$ cat config.mk
export PLATFORM = sky130hd
export DESIGN_NAME = sleep_wakeup_timer_queue_top
export DESIGN_NICKNAME = d
export VERILOG_FILES = /design/src/hdl/swq_pkg.sv /design/src/hdl/sleep_wakeup_timer_queue_top.sv /design/src/hdl/swq_cmp.sv /design/src/hdl/swq_store.sv
export SDC_FILE = /design/constraint.sdc
export NUM_CORES = 2
export LEC_CHECK = 0
export BUFFER_PORTS_ARGS = -buffer_cell sky130_fd_sc_hd__clkbuf_2
export CAP_MARGIN = 20
export CELL_PAD_IN_SITES_DETAIL_PLACEMENT = 1
export CELL_PAD_IN_SITES_GLOBAL_PLACEMENT = 1
export CORE_MARGIN = 4
export CORE_UTILIZATION = 35
export CTS_CLUSTER_DIAMETER = 60
export DETAILED_ROUTE_END_ITERATION = 8
export PLACE_DENSITY_LB_ADDON = 0.25
export SLEW_MARGIN = 20
export SYNTH_ARGS = -nofsm -noshare
export SYNTH_HDL_FRONTEND = slang
export SYNTH_HIERARCHICAL = 1
export SYNTH_SLANG_ARGS = --single-unit
$ cat constraint.sdc
create_clock -name i_clk -period 17.5 [get_ports i_clk]
set_input_delay 3.5 -clock i_clk [delete_from_list [all_inputs] [get_ports i_clk]]
set_output_delay 3.5 -clock i_clk [all_outputs]
set_load 0.05 [all_outputs]
$ cat src/hdl/swq_pkg.sv
`default_nettype none

package swq_pkg;

    // Fixed field widths of the request and result beats.
    localparam int TICK_W      = 63;
    localparam int WT_W        = 64;
    localparam int DUR_W       = 32;
    localparam int REQ_ID_W    = 8;
    localparam int ID_MAX_BITS = 16;

    // At most this many wake results leave for one tick.
    localparam int MAX_RESULTS = 16;
    localparam int CNT_W       = $clog2(MAX_RESULTS + 1);

    // Request type codes.
    localparam logic REQ_SLEEP = 1'b0;
    localparam logic REQ_TICK  = 1'b1;

    // Result kind codes.
    localparam logic RES_WOKEN  = 1'b0;
    localparam logic RES_REJECT = 1'b1;

    typedef struct packed {
        logic                req_type;
        logic [REQ_ID_W-1:0] requester_id;
        logic [DUR_W-1:0]    sleep_duration;
    } t_req;

    typedef struct packed {
        logic                result_kind;
        logic [REQ_ID_W-1:0] woken_id;
        logic [TICK_W-1:0]   tick_now;
        logic                last_result;
    } t_res;

endpackage

`default_nettype wire

$ cat src/hdl/sleep_wakeup_timer_queue_top.sv
`default_nettype none

// Sleep and wakeup timer queue. A request beat is either a sleep request
// (requester id and duration) or one timer tick. Sleepers are kept in a
// circular table sorted by wake time, equal times in arrival order. A sleep
// request gives no result unless the table is full, in which case one
// rejected result follows. A tick advances the 63-bit count and gives one
// wake result per due head entry (at most 16 per tick), the final one marked
// last. The block takes one request at a time and is not ready meanwhile.
// A sleep insert walks the table from the tail: each entry it moves is first
// read through the registered memory port, then compared in the shared
// 64-bit comparator and written one slot up. The result side can stall a
// tick or a rejected sleep. The table needs no clearing after reset.
module sleep_wakeup_timer_queue_top
    import swq_pkg::*;
#(
    parameter int QUEUE_DEPTH = 16,
    parameter int ID_BITS     = 8
) (
    input  wire logic i_clk,
    input  wire logic i_rst_n,
    input  wire logic i_req_valid,
    output logic      o_req_ready,
    input  wire t_req i_req,
    output logic      o_res_valid,
    input  wire logic i_res_ready,
    output t_res      o_res
);

    localparam int AW = $clog2(QUEUE_DEPTH);
    localparam int OW = $clog2(QUEUE_DEPTH + 1);
    localparam int SW = AW + 2;

    typedef enum logic [2:0] {
        ST_IDLE,
        ST_ICHK,
        ST_ICMP,
        ST_TCHK,
        ST_TCMP,
        ST_EMIT
    } t_state;

    t_state              r_state, n_state;
    logic [TICK_W-1:0]   r_tick, n_tick;
    logic [WT_W-1:0]     r_key, n_key;
    logic [ID_BITS-1:0]  r_id, n_id;
    logic [OW-1:0]       r_occ, n_occ;
    logic [AW-1:0]       r_head, n_head;
    logic [OW-1:0]       r_j, n_j;
    logic [AW-1:0]       r_addr, n_addr;
    logic [CNT_W-1:0]    r_cnt, n_cnt;
    logic                r_pend_v, n_pend_v;
    logic                r_pend_kind, n_pend_kind;
    logic [ID_BITS-1:0]  r_pend_id, n_pend_id;
    logic                r_out_valid, n_out_valid;
    t_res                r_out, n_out;

    logic                w_en;
    logic [AW-1:0]       w_addr;
    logic [WT_W-1:0]     w_wt;
    logic [ID_BITS-1:0]  w_id;
    logic [WT_W-1:0]     q_wt;
    logic [ID_BITS-1:0]  q_id;
    logic                cmp_le;
    logic                out_free;
    logic [ID_MAX_BITS-1:0] req_id_ext;
    logic [ID_MAX_BITS-1:0] pend_id_ext;

    // Table slot for an offset from the head, wrapping at the depth.
    function automatic logic [AW-1:0] slot(input logic [AW-1:0] head,
                                           input logic [OW-1:0] ofs);
        logic [SW-1:0] sum;
        sum = SW'(head) + SW'(ofs);
        if (sum >= SW'(QUEUE_DEPTH)) begin
            sum = sum - SW'(QUEUE_DEPTH);
        end
        return sum[AW-1:0];
    endfunction

    swq_store #(
        .DEPTH(QUEUE_DEPTH),
        .IDW  (ID_BITS),
        .AW   (AW)
    ) u_store (
        .i_clk    (i_clk),
        .i_wr_en  (w_en),
        .i_wr_addr(w_addr),
        .i_wr_wt  (w_wt),
        .i_wr_id  (w_id),
        .i_rd_addr(n_addr),
        .o_rd_wt  (q_wt),
        .o_rd_id  (q_id)
    );

    swq_cmp u_cmp (
        .i_entry(q_wt),
        .i_key  (r_key),
        .o_le   (cmp_le)
    );

    // Id width adaption between the beat fields and the table.
    always_comb begin
        req_id_ext = '0;
        req_id_ext[REQ_ID_W-1:0] = i_req.requester_id;
        pend_id_ext = '0;
        pend_id_ext[ID_BITS-1:0] = r_pend_id;
    end

    assign out_free    = !r_out_valid || i_res_ready;
    assign o_req_ready = (r_state == ST_IDLE);
    assign o_res_valid = r_out_valid;
    assign o_res       = r_out;

    // Sequencer.
    always_comb begin
        n_state     = r_state;
        n_tick      = r_tick;
        n_key       = r_key;
        n_id        = r_id;
        n_occ       = r_occ;
        n_head      = r_head;
        n_j         = r_j;
        n_addr      = r_addr;
        n_cnt       = r_cnt;
        n_pend_v    = r_pend_v;
        n_pend_kind = r_pend_kind;
        n_pend_id   = r_pend_id;
        n_out_valid = r_out_valid && !i_res_ready;
        n_out       = r_out;
        w_en        = 1'b0;
        w_addr      = slot(r_head, r_j);
        w_wt        = r_key;
        w_id        = r_id;

        case (r_state)
            ST_IDLE: begin
                if (i_req_valid) begin
                    if (i_req.req_type == REQ_TICK) begin
                        n_tick   = r_tick + 1'b1;
                        n_key    = {1'b0, n_tick};
                        n_cnt    = '0;
                        n_pend_v = 1'b0;
                        n_state  = ST_TCHK;
                    end else if (r_occ == OW'(QUEUE_DEPTH)) begin
                        n_pend_kind = RES_REJECT;
                        n_pend_id   = req_id_ext[ID_BITS-1:0];
                        n_pend_v    = 1'b1;
                        n_state     = ST_EMIT;
                    end else begin
                        n_key   = {1'b0, r_tick} + {{(WT_W-DUR_W){1'b0}},
                                                    i_req.sleep_duration};
                        n_id    = req_id_ext[ID_BITS-1:0];
                        n_j     = r_occ;
                        n_state = ST_ICHK;
                    end
                end
            end

            // Insert: read the entry just below the hole, or place the new entry at the head.
            ST_ICHK: begin
                if (r_j == '0) begin
                    w_en    = 1'b1;
                    n_occ   = r_occ + 1'b1;
                    n_state = ST_IDLE;
                end else begin
                    n_addr  = slot(r_head, r_j - 1'b1);
                    n_state = ST_ICMP;
                end
            end

            // Insert: place the new entry or move the read one up.
            ST_ICMP: begin
                w_en = 1'b1;
                if (cmp_le) begin
                    n_occ   = r_occ + 1'b1;
                    n_state = ST_IDLE;
                end else begin
                    w_wt    = q_wt;
                    w_id    = q_id;
                    n_j     = r_j - 1'b1;
                    n_state = ST_ICHK;
                end
            end

            // Tick: read the head unless the run is over.
            ST_TCHK: begin
                if (r_occ == '0 || r_cnt == CNT_W'(MAX_RESULTS)) begin
                    n_state = r_pend_v ? ST_EMIT : ST_IDLE;
                end else begin
                    n_addr  = r_head;
                    n_state = ST_TCMP;
                end
            end

            // Tick: pop a due head, sending the one before it as not last; end at a head not due.
            ST_TCMP: begin
                if (cmp_le) begin
                    if (!r_pend_v || out_free) begin
                        if (r_pend_v) begin
                            n_out_valid       = 1'b1;
                            n_out.result_kind = r_pend_kind;
                            n_out.woken_id    = pend_id_ext[REQ_ID_W-1:0];
                            n_out.tick_now    = r_tick;
                            n_out.last_result = 1'b0;
                        end
                        n_pend_v    = 1'b1;
                        n_pend_kind = RES_WOKEN;
                        n_pend_id   = q_id;
                        n_head      = slot(r_head, OW'(1));
                        n_occ       = r_occ - 1'b1;
                        n_cnt       = r_cnt + 1'b1;
                        n_state     = ST_TCHK;
                    end
                end else begin
                    n_state = r_pend_v ? ST_EMIT : ST_IDLE;
                end
            end

            // Send the final result of the item with the last mark.
            ST_EMIT: begin
                if (out_free) begin
                    n_out_valid       = 1'b1;
                    n_out.result_kind = r_pend_kind;
                    n_out.woken_id    = pend_id_ext[REQ_ID_W-1:0];
                    n_out.tick_now    = r_tick;
                    n_out.last_result = 1'b1;
                    n_pend_v          = 1'b0;
                    n_state           = ST_IDLE;
                end
            end

            default: begin
                n_state = ST_IDLE;
            end
        endcase
    end

    // State and registered outputs.
    always_ff @(posedge i_clk) begin
        if (!i_rst_n) begin
            r_state     <= ST_IDLE;
            r_tick      <= '0;
            r_occ       <= '0;
            r_head      <= '0;
            r_pend_v    <= 1'b0;
            r_out_valid <= 1'b0;
        end else begin
            r_state     <= n_state;
            r_tick      <= n_tick;
            r_occ       <= n_occ;
            r_head      <= n_head;
            r_pend_v    <= n_pend_v;
            r_out_valid <= n_out_valid;
        end
        r_key       <= n_key;
        r_id        <= n_id;
        r_j         <= n_j;
        r_addr      <= n_addr;
        r_cnt       <= n_cnt;
        r_pend_kind <= n_pend_kind;
        r_pend_id   <= n_pend_id;
        r_out       <= n_out;
    end

endmodule

`default_nettype wire

$ cat src/hdl/swq_cmp.sv
`default_nettype none

// Shared wake time comparator: flags an entry whose wake time is at or
// below the key (the new count on a tick, the new wake time on an insert).
module swq_cmp
    import swq_pkg::*;
(
    input  wire logic [WT_W-1:0] i_entry,
    input  wire logic [WT_W-1:0] i_key,
    output logic                 o_le
);

    assign o_le = (i_entry <= i_key);

endmodule

`default_nettype wire

$ cat src/hdl/swq_store.sv
`default_nettype none

// Entry table: one write port and one read port with registered data.
module swq_store
    import swq_pkg::*;
#(
    parameter int DEPTH = 16,
    parameter int IDW   = 8,
    parameter int AW    = $clog2(DEPTH)
) (
    input  wire logic            i_clk,
    input  wire logic            i_wr_en,
    input  wire logic [AW-1:0]   i_wr_addr,
    input  wire logic [WT_W-1:0] i_wr_wt,
    input  wire logic [IDW-1:0]  i_wr_id,
    input  wire logic [AW-1:0]   i_rd_addr,
    output logic      [WT_W-1:0] o_rd_wt,
    output logic      [IDW-1:0]  o_rd_id
);

    logic [WT_W-1:0] r_mem_wt [DEPTH];
    logic [IDW-1:0]  r_mem_id [DEPTH];

    // Write port.
    always_ff @(posedge i_clk) begin
        if (i_wr_en) begin
            r_mem_wt[i_wr_addr] <= i_wr_wt;
            r_mem_id[i_wr_addr] <= i_wr_id;
        end
    end

    // Registered read port.
    always_ff @(posedge i_clk) begin
        o_rd_wt <= r_mem_wt[i_rd_addr];
        o_rd_id <= r_mem_id[i_rd_addr];
    end

endmodule

`default_nettype wire
# ---- After elaboration in Yosys (flattened, before gate mapping)
# Memories as Yosys holds them, arrays and structs flattened. A register that Yosys moved wholly into a read port is not among the register bits.
# Cells that the tools add are included.
dict set report word_totals {
  mem_bits_rw 1152
  rom_bits 0
  memories 2
  ff_bits 245
  inputBits 45
  output_inout_bits 75
  latch_bits 0
}
# memory words word_bits rd rd_ports_with_merged_regs write_ports line_no
set memory_table {}
lappend memory_table {u_store.r_mem_wt 16 64 1 1 1 swq_store.sv:21} ;# logic [WT_W-1:0] r_mem_wt [DEPTH];
lappend memory_table {u_store.r_mem_id 16 8 1 1 1 swq_store.sv:22} ;# logic [IDW-1:0] r_mem_id [DEPTH];
dict set report op_classes {
  order_cmp 4
  n_div 0
  bitwise_logic 2
  eq_ne 22
  n_shift 0
  reduce_logical 26
  n_mux 70
  n_mul 0
  n_addsub 12
}
# op count
set op_table {}
lappend op_table {{$mux 73} 4}
lappend op_table {{$mux 64} 3}
lappend op_table {{$pmux 73 s2} 1}
lappend op_table {{$add 63x32->64} 1}
lappend op_table {{$le 64x64->1} 1}
lappend op_table {{$add 63x1->63 const B} 1}
lappend op_table {{$mux 63} 1}
lappend op_table {{$mux 5} 12}
lappend op_table {{$mux 8} 7}
lappend op_table {{$mux 3} 8}
lappend op_table {{$ne 2x2->1 const B} 11}
lappend op_table {{$mux 4} 5}
lappend op_table {{$pmux 5 s2} 2}
lappend op_table {{$reduce_and 5->1} 4}
lappend op_table {{$mux 1} 18}
lappend op_table {{$pmux 3 s6} 1}
lappend op_table {{$pmux 8 s2} 1}
lappend op_table {{$pmux 5 s3} 1}
lappend op_table {{$add 4x5->6} 2}
lappend op_table {{$ge 6x5->1 const B} 2}
lappend op_table {{$reduce_and 3->1} 4}
lappend op_table {{$reduce_and 6->1} 2}
lappend op_table {{$sub 4x1->4 const B} 3}
lappend op_table {{$add 5x1->5 const B} 2}
lappend op_table {{other kinds (23)} 39}

# ---- Longest topological paths before layout
dict set report depth {
  depth_word 6
  depth_mapped 15
  mapped_depth_nobuf 14
}

# ---- Cells and area by module
# Netlist, hierarchy kept.
# module seq_area_each_um2 cells_each area_per_inst_um2 instances
set modules_own_cells {}
lappend modules_own_cells {swq_store 36034.6 1850 44550.2 1}
lappend modules_own_cells {sleep_wakeup_timer_queue_top 6546.3 1331 13568.0 1}
lappend modules_own_cells {swq_cmp 0.0 231 1659.1 1}

# ---- Least setup slack after synthesis
# OpenSTA, ideal clock, no wires.
dict set report synth_timing {
  kind {input to register}
  startpoint {input i_res_ready}
  endpoint {register r_out, in the netlist o_res[0], enable pin}
  t_arrival_ns 8.712
  path_slack_ns 8.195
  cell_stages 3
  path_buffers 1
  setup_time_ns 0.594
  t_required_ns 16.906
  cell_sequence {nor2b_1 clkbuf_1 nor3_1}
}
dict set report synth_via {
  elab_chain_cells 4
}
# item line_no
set synth_rtl {}
lappend synth_rtl {{start: declaration} sleep_wakeup_timer_queue_top.sv:26} ;# input wire logic i_res_ready,
lappend synth_rtl {{$logic_or 1x1->1 *} sleep_wakeup_timer_queue_top.sv:109} ;# assign out_free = !r_out_valid || i_res_ready;
lappend synth_rtl {{$logic_or 1x1->1} sleep_wakeup_timer_queue_top.sv:198} ;# if (!r_pend_v || out_free) begin
lappend synth_rtl {{$ne 2x2->1 (no source line)} n/a}
lappend synth_rtl {{$reduce_and 5->1 (no source line) *} n/a}
lappend synth_rtl {{end signal: assignment} sleep_wakeup_timer_queue_top.sv:262} ;# r_out <= n_out;
lappend synth_rtl {{end: declaration} sleep_wakeup_timer_queue_top.sv:56} ;# t_res r_out, n_out;
# Every way passes the cells marked *; elsewhere a longest branch is shown, timed or not.
# A chain may end at the register's enable or synchronous reset.

# ---- Worst setup path after layout
dict set report layout_timing {
  startpoint {input i_req[0] (netlist name)}
  endpoint {register r_key[48] (data pin)}
}
dict set report layout_via {
  elab_chain_cells 3
}
# item line_no
set layout_rtl {}
lappend layout_rtl {{start: declaration} sleep_wakeup_timer_queue_top.sv:24} ;# input wire t_req i_req,
lappend layout_rtl {{$add 63x32->64} sleep_wakeup_timer_queue_top.sv:150} ;# n_key = {1'b0, r_tick} + {{(WT_W-DUR_W){1'b0}},
lappend layout_rtl {{$mux 64} sleep_wakeup_timer_queue_top.sv:144} ;# end else if (r_occ == OW'(QUEUE_DEPTH)) begin
lappend layout_rtl {{$mux 63} sleep_wakeup_timer_queue_top.sv:138} ;# if (i_req.req_type == REQ_TICK) begin
lappend layout_rtl {{end signal: assignment} sleep_wakeup_timer_queue_top.sv:255} ;# r_key <= n_key;
lappend layout_rtl {{end: declaration} sleep_wakeup_timer_queue_top.sv:45} ;# logic [WT_W-1:0] r_key, n_key;
# Every way passes these cells. The select of a mux whose other input is x is not followed.

==> impl_summary.txt <==
----------------------------------------------------
[Run status]
  Run status ... finished clean

[Clock tree]
  Clock slew at reported path FFs ... about 0.060 ns
  Max H-tree Level ... 4
  Root buffer cell ... sky130_fd_sc_hd__clkbuf_16
  Clock latency of the later-clocked register in the worst-skew pair ... ~0.80 ns
  Hold-fix buffer count after cts ... 0
  Buffer levels on the longest clock path ... 3
  Number of gates resized after CTS ... 0
  Number of buffers created by CTS ... about 170
  TritonCTS clock tree ... done
  Number of buffers inserted by post-CTS setup repair ... 0
  CTS sink count ... around 1500

[Critical path]
  CP Data Required Time ... 18.02 ns
  Cell chain of the critical path ... clkbuf_2, ha_1, fa_1, a21o_1, a221o_1, a41o_1, o2111a_1, o311a_1, o22ai_4, nor2_1, xor2_1
  Largest fanout of any net on the critical path ... 8
  Arrival time of the worst setup path ... ~6.5 ns
  Kind of critical path ... primary input to flop
  Critical path startpoint category ... primary input
  CP delay by family, top ... compound AO/OA/AOI/OAI gates
  CP bufs+invs ... 1
  Kind of capture point of the worst setup path ... flop
  Largest stage delay, worst path ... roughly 0.4 ns
  Cell with the biggest individual delay on the critical path ... sky130_fd_sc_hd__fa_1

[GRT]
  Overall track demand over capacity in global routing ... 0.1853
  Pin count of the biggest net entering global routing ... around 130
  Initial antenna violation count ... 5
  Wire length of the first global-routing pass ... ~240 mm
  GR Overflow Total ... 0
  Vias in the first global route ... between 30000 and 40000

[Final layout]
  Ratio of cells with drive above 1 in the final layout ... 0.2260
  Share of the core filled with cells ... 0.4036
  Number of nets in the final layout ... 3767
  Area overhead of the layout relative to synthesis ... 14.56%
  Non-filler instance count after layout ... ~6000

[Floorplanning]
  Boundary Pins ... 120
  Starting density of the core ... 0.3523
  Number of cell rows ... approximately 150
  Horizontal die dimension ... 421.3 microns
  Area of the core region ... between 150000 and 200000 sq um
  Die Area ... about 180000 sq um
  Floorplan die height ... between 400 and 500 microns

[Yosys]
  Synth Register Bits ... about 1500
  Register area share after synthesis ... 0.7123
  Area of the mapped netlist ... approximately 60000 sq um
  Async set-reset flop share out of synthesis ... 0
  Synthesis Warnings ... 6
  Cell count after synthesis ... approximately 3400
  Total nets after synthesis ... roughly 3600
  Number of flops mapped to enable cells by yosys ... roughly 1300
  Count of distinct cell types in the synthesized netlist ... around 80
  Biggest area consumer among synthesized cells ... sky130_fd_sc_hd__edfxtp_1
  Synthesized area per cell ... approximately 18 sq um
  Leading register cell type out of synthesis ... sky130_fd_sc_hd__edfxtp_1
  Largest cells by area after synthesis ... sky130_fd_sc_hd__edfxtp_1, sky130_fd_sc_hd__mux4_2, sky130_fd_sc_hd__dfxtp_1
  Area share of the largest cell type after synthesis ... 0.6611

[Power and ir drop]
  Static Leak ... between 20 and 25 nW
  VDD IR-drop max ... 143.5 uV
  Power density of the placed cells ... around 150 nW/um^2
  PnR Total Power ... between 9 and 10 mW

[Route]
  Final Routed Wirelength ... 165.9 mm
  Number of detailed-route iterations in the first pass ... 5
  Count of antenna-violating nets left after detailed routing ... 0
  Via count normalized by instance count ... approximately 5.3
  Detailed-route DRC error count ... 0
  Via Count ... around 32000
  Detailed Route Iter0 Violations ... 2498
  Average routed wire per standard cell ... roughly 28 microns

[Timing]
  Worst rel slew slack ... 0.2888
  Final cycle utilization of the critical path ... 0.3405
  Unrepaired setup endpoints after global routing ... false
  Pins Over Slew Limit ... 0
  Minimum clock period ... ~6 ns
  Total negative slack ... 0 ns
  Transition time of the tightest slew-check pin ... 1.057 ns
  Post-route clock skew ... around 0.031 ns
  Final number of setup-violating endpoints ... 0
  Post-route worst hold slack ... 0.4101 ns
  Hold violation total from the final report ... 0
  Maximum clock frequency ... 0.1678 GHz

[Placement]
  Count of placed standard cells including taps ... between 5000 and 6000
  Count of buffers from port buffering ... 119
  Final RePlAce weighted congestion ... just over 0.8
  DPL Wire Length ... approximately 100 mm

[Worst hold path]
  Class of the tightest hold or removal check ... flop to flop

[Flow run]
  Maximum Capacitance Violations ... 0

----------------------------------------------------
final timing paths:
kind | startpoint | slack (ns) | end | cells past startpoint
setup / recovery | i_req[0] | 11.54 | r_key[48] | 11
hold reg to reg | r_pend_id[5] | 0.41 | o_res[69] | 0
hold / removal | r_pend_id[5] | 0.41 | o_res[69] | 0
setup reg to reg | r_key[14] | 12.11 | u_store/r_mem_id[8][3] | 12
cell type report:
type | count | area, sq um
timing repair buffer | 185 | 1129
antenna | 1 | 2.502
multi-input combinational | 1699 | 16260
fill | 16650 | 101200
tap | 2218 | 2775
clock buffer | 226 | 4581
inverter | 88 | 330.3
sequential | 1469 | 42580
clock inverter | 80 | 819.5
power by group:
| group | switching (mW) | internal [mW] |
|---|---|---|
| logic | 1.35 | 0.969 |
| registers | 0.120 | 4.14 |
| clock network | 1.43 | 1.98 |
| total | 2.90 | 7.09 |
sequential cells by signal, indices dropped and copies added, names as in the netlist:
| name | count |
|---|---|
| r_tick | 63 |
| r_key | 64 |
| r_state | 3 |
| r_cnt | 5 |
| u_store/r_mem_wt | 1024 |
| r_addr | 4 |
| o_res | 73 |
| r_head | 4 |
| r_id | 8 |
| u_store/r_mem_id | 128 |
| u_store/o_rd_wt | 64 |
| r_pend_id | 8 |
| r_j | 5 |
| r_occ | 5 |
| r_pend_kind | 1 |
| r_pend_v | 1 |
| o_res_valid | 1 |
| u_store/o_rd_id | 8 |
worst register-to-register path, delay by kind of cell, from the launching register on:
kind	cells	cell delay, ns
fa+ha+maj	1	0.32
flops	1	0.63
compound gates	3	1.16
buf+inv	4	1.61
mux	1	0.61
simple gates	3	0.73
metrics by stage:
| stage | setup slack (ns) | cell area (sq um) |
|---|---|---|
| floorplan | 8.195 | 59780 |
| global placement | 10.82 | 63080 |
| detailed placement | 10.80 | 63080 |
| CTS | 11.53 | 68480 |
| global route | 11.39 | 68480 |
| finish | 11.54 | 68480 |
logic make-up after synthesis:
family                     share of synthesized area
xor gates and xnor gates                     0.02168
muxes                                         0.1229
adders and majority gates                    0.02436
buffers and inverters                        0.01875
and+or+nand+nor                              0.05168
AOI/OAI and AO/OA                            0.04825
DFF                                           0.7123
metal layers:
layer | up-vias | GRT usage | part of all wire
li1 | 13933 | - | -
met1 | 16923 | 0.2468 | 0.43
met2 | 775 | 0.3154 | 0.50
met3 | 232 | 0.02670 | 0.043
met4 | 2 | 0.05654 | 0.028
met5 | - | 0 | 0.000078
synth_stat cells, types with 52 or more instances:
library cell / count
sky130_fd_sc_hd__a21oi_1: 116
sky130_fd_sc_hd__xor2_1: 72
sky130_fd_sc_hd__a22oi_1: 148
sky130_fd_sc_hd__clkbuf_1: 102
sky130_fd_sc_hd__edfxtp_1: 1316
sky130_fd_sc_hd__o21ai_0: 70
sky130_fd_sc_hd__inv_1: 88
sky130_fd_sc_hd__ha_1: 110
sky130_fd_sc_hd__nand3_1: 52
sky130_fd_sc_hd__nor2_1: 128
sky130_fd_sc_hd__mux4_2: 288
sky130_fd_sc_hd__dfxtp_1: 153
sky130_fd_sc_hd__nand2_1: 227
sky130_fd_sc_hd__xnor2_1: 76
sky130_fd_sc_hd__mux2_2: 74
cell usage in the layout, fill, tap and decap left out, types with 24 or more instances in the layout:
cell type | synthesis | layout
sky130_fd_sc_hd__ha_1 | 110 | 110
sky130_fd_sc_hd__nor2_1 | 128 | 115
sky130_fd_sc_hd__clkbuf_2 | 0 | 119
sky130_fd_sc_hd__mux4_2 | 288 | 288
sky130_fd_sc_hd__dfxtp_1 | 153 | 153
sky130_fd_sc_hd__xor2_1 | 72 | 72
sky130_fd_sc_hd__nand3_1 | 52 | 52
sky130_fd_sc_hd__buf_4 | 9 | 63
sky130_fd_sc_hd__edfxtp_1 | 1316 | 1316
sky130_fd_sc_hd__o21ai_0 | 70 | 70
sky130_fd_sc_hd__clkbuf_1 | 102 | 41
sky130_fd_sc_hd__mux2_2 | 74 | 74
sky130_fd_sc_hd__clkbuf_16 | 0 | 167
sky130_fd_sc_hd__and2_1 | 35 | 34
sky130_fd_sc_hd__nand4_1 | 48 | 48
sky130_fd_sc_hd__clkinv_2 | 0 | 25
sky130_fd_sc_hd__nor3_1 | 30 | 24
sky130_fd_sc_hd__nand2_1 | 227 | 227
sky130_fd_sc_hd__xnor2_1 | 76 | 76
sky130_fd_sc_hd__inv_1 | 88 | 87
sky130_fd_sc_hd__a21oi_1 | 116 | 114
sky130_fd_sc_hd__a22oi_1 | 148 | 148
Power figures use the tool's default switching activity.
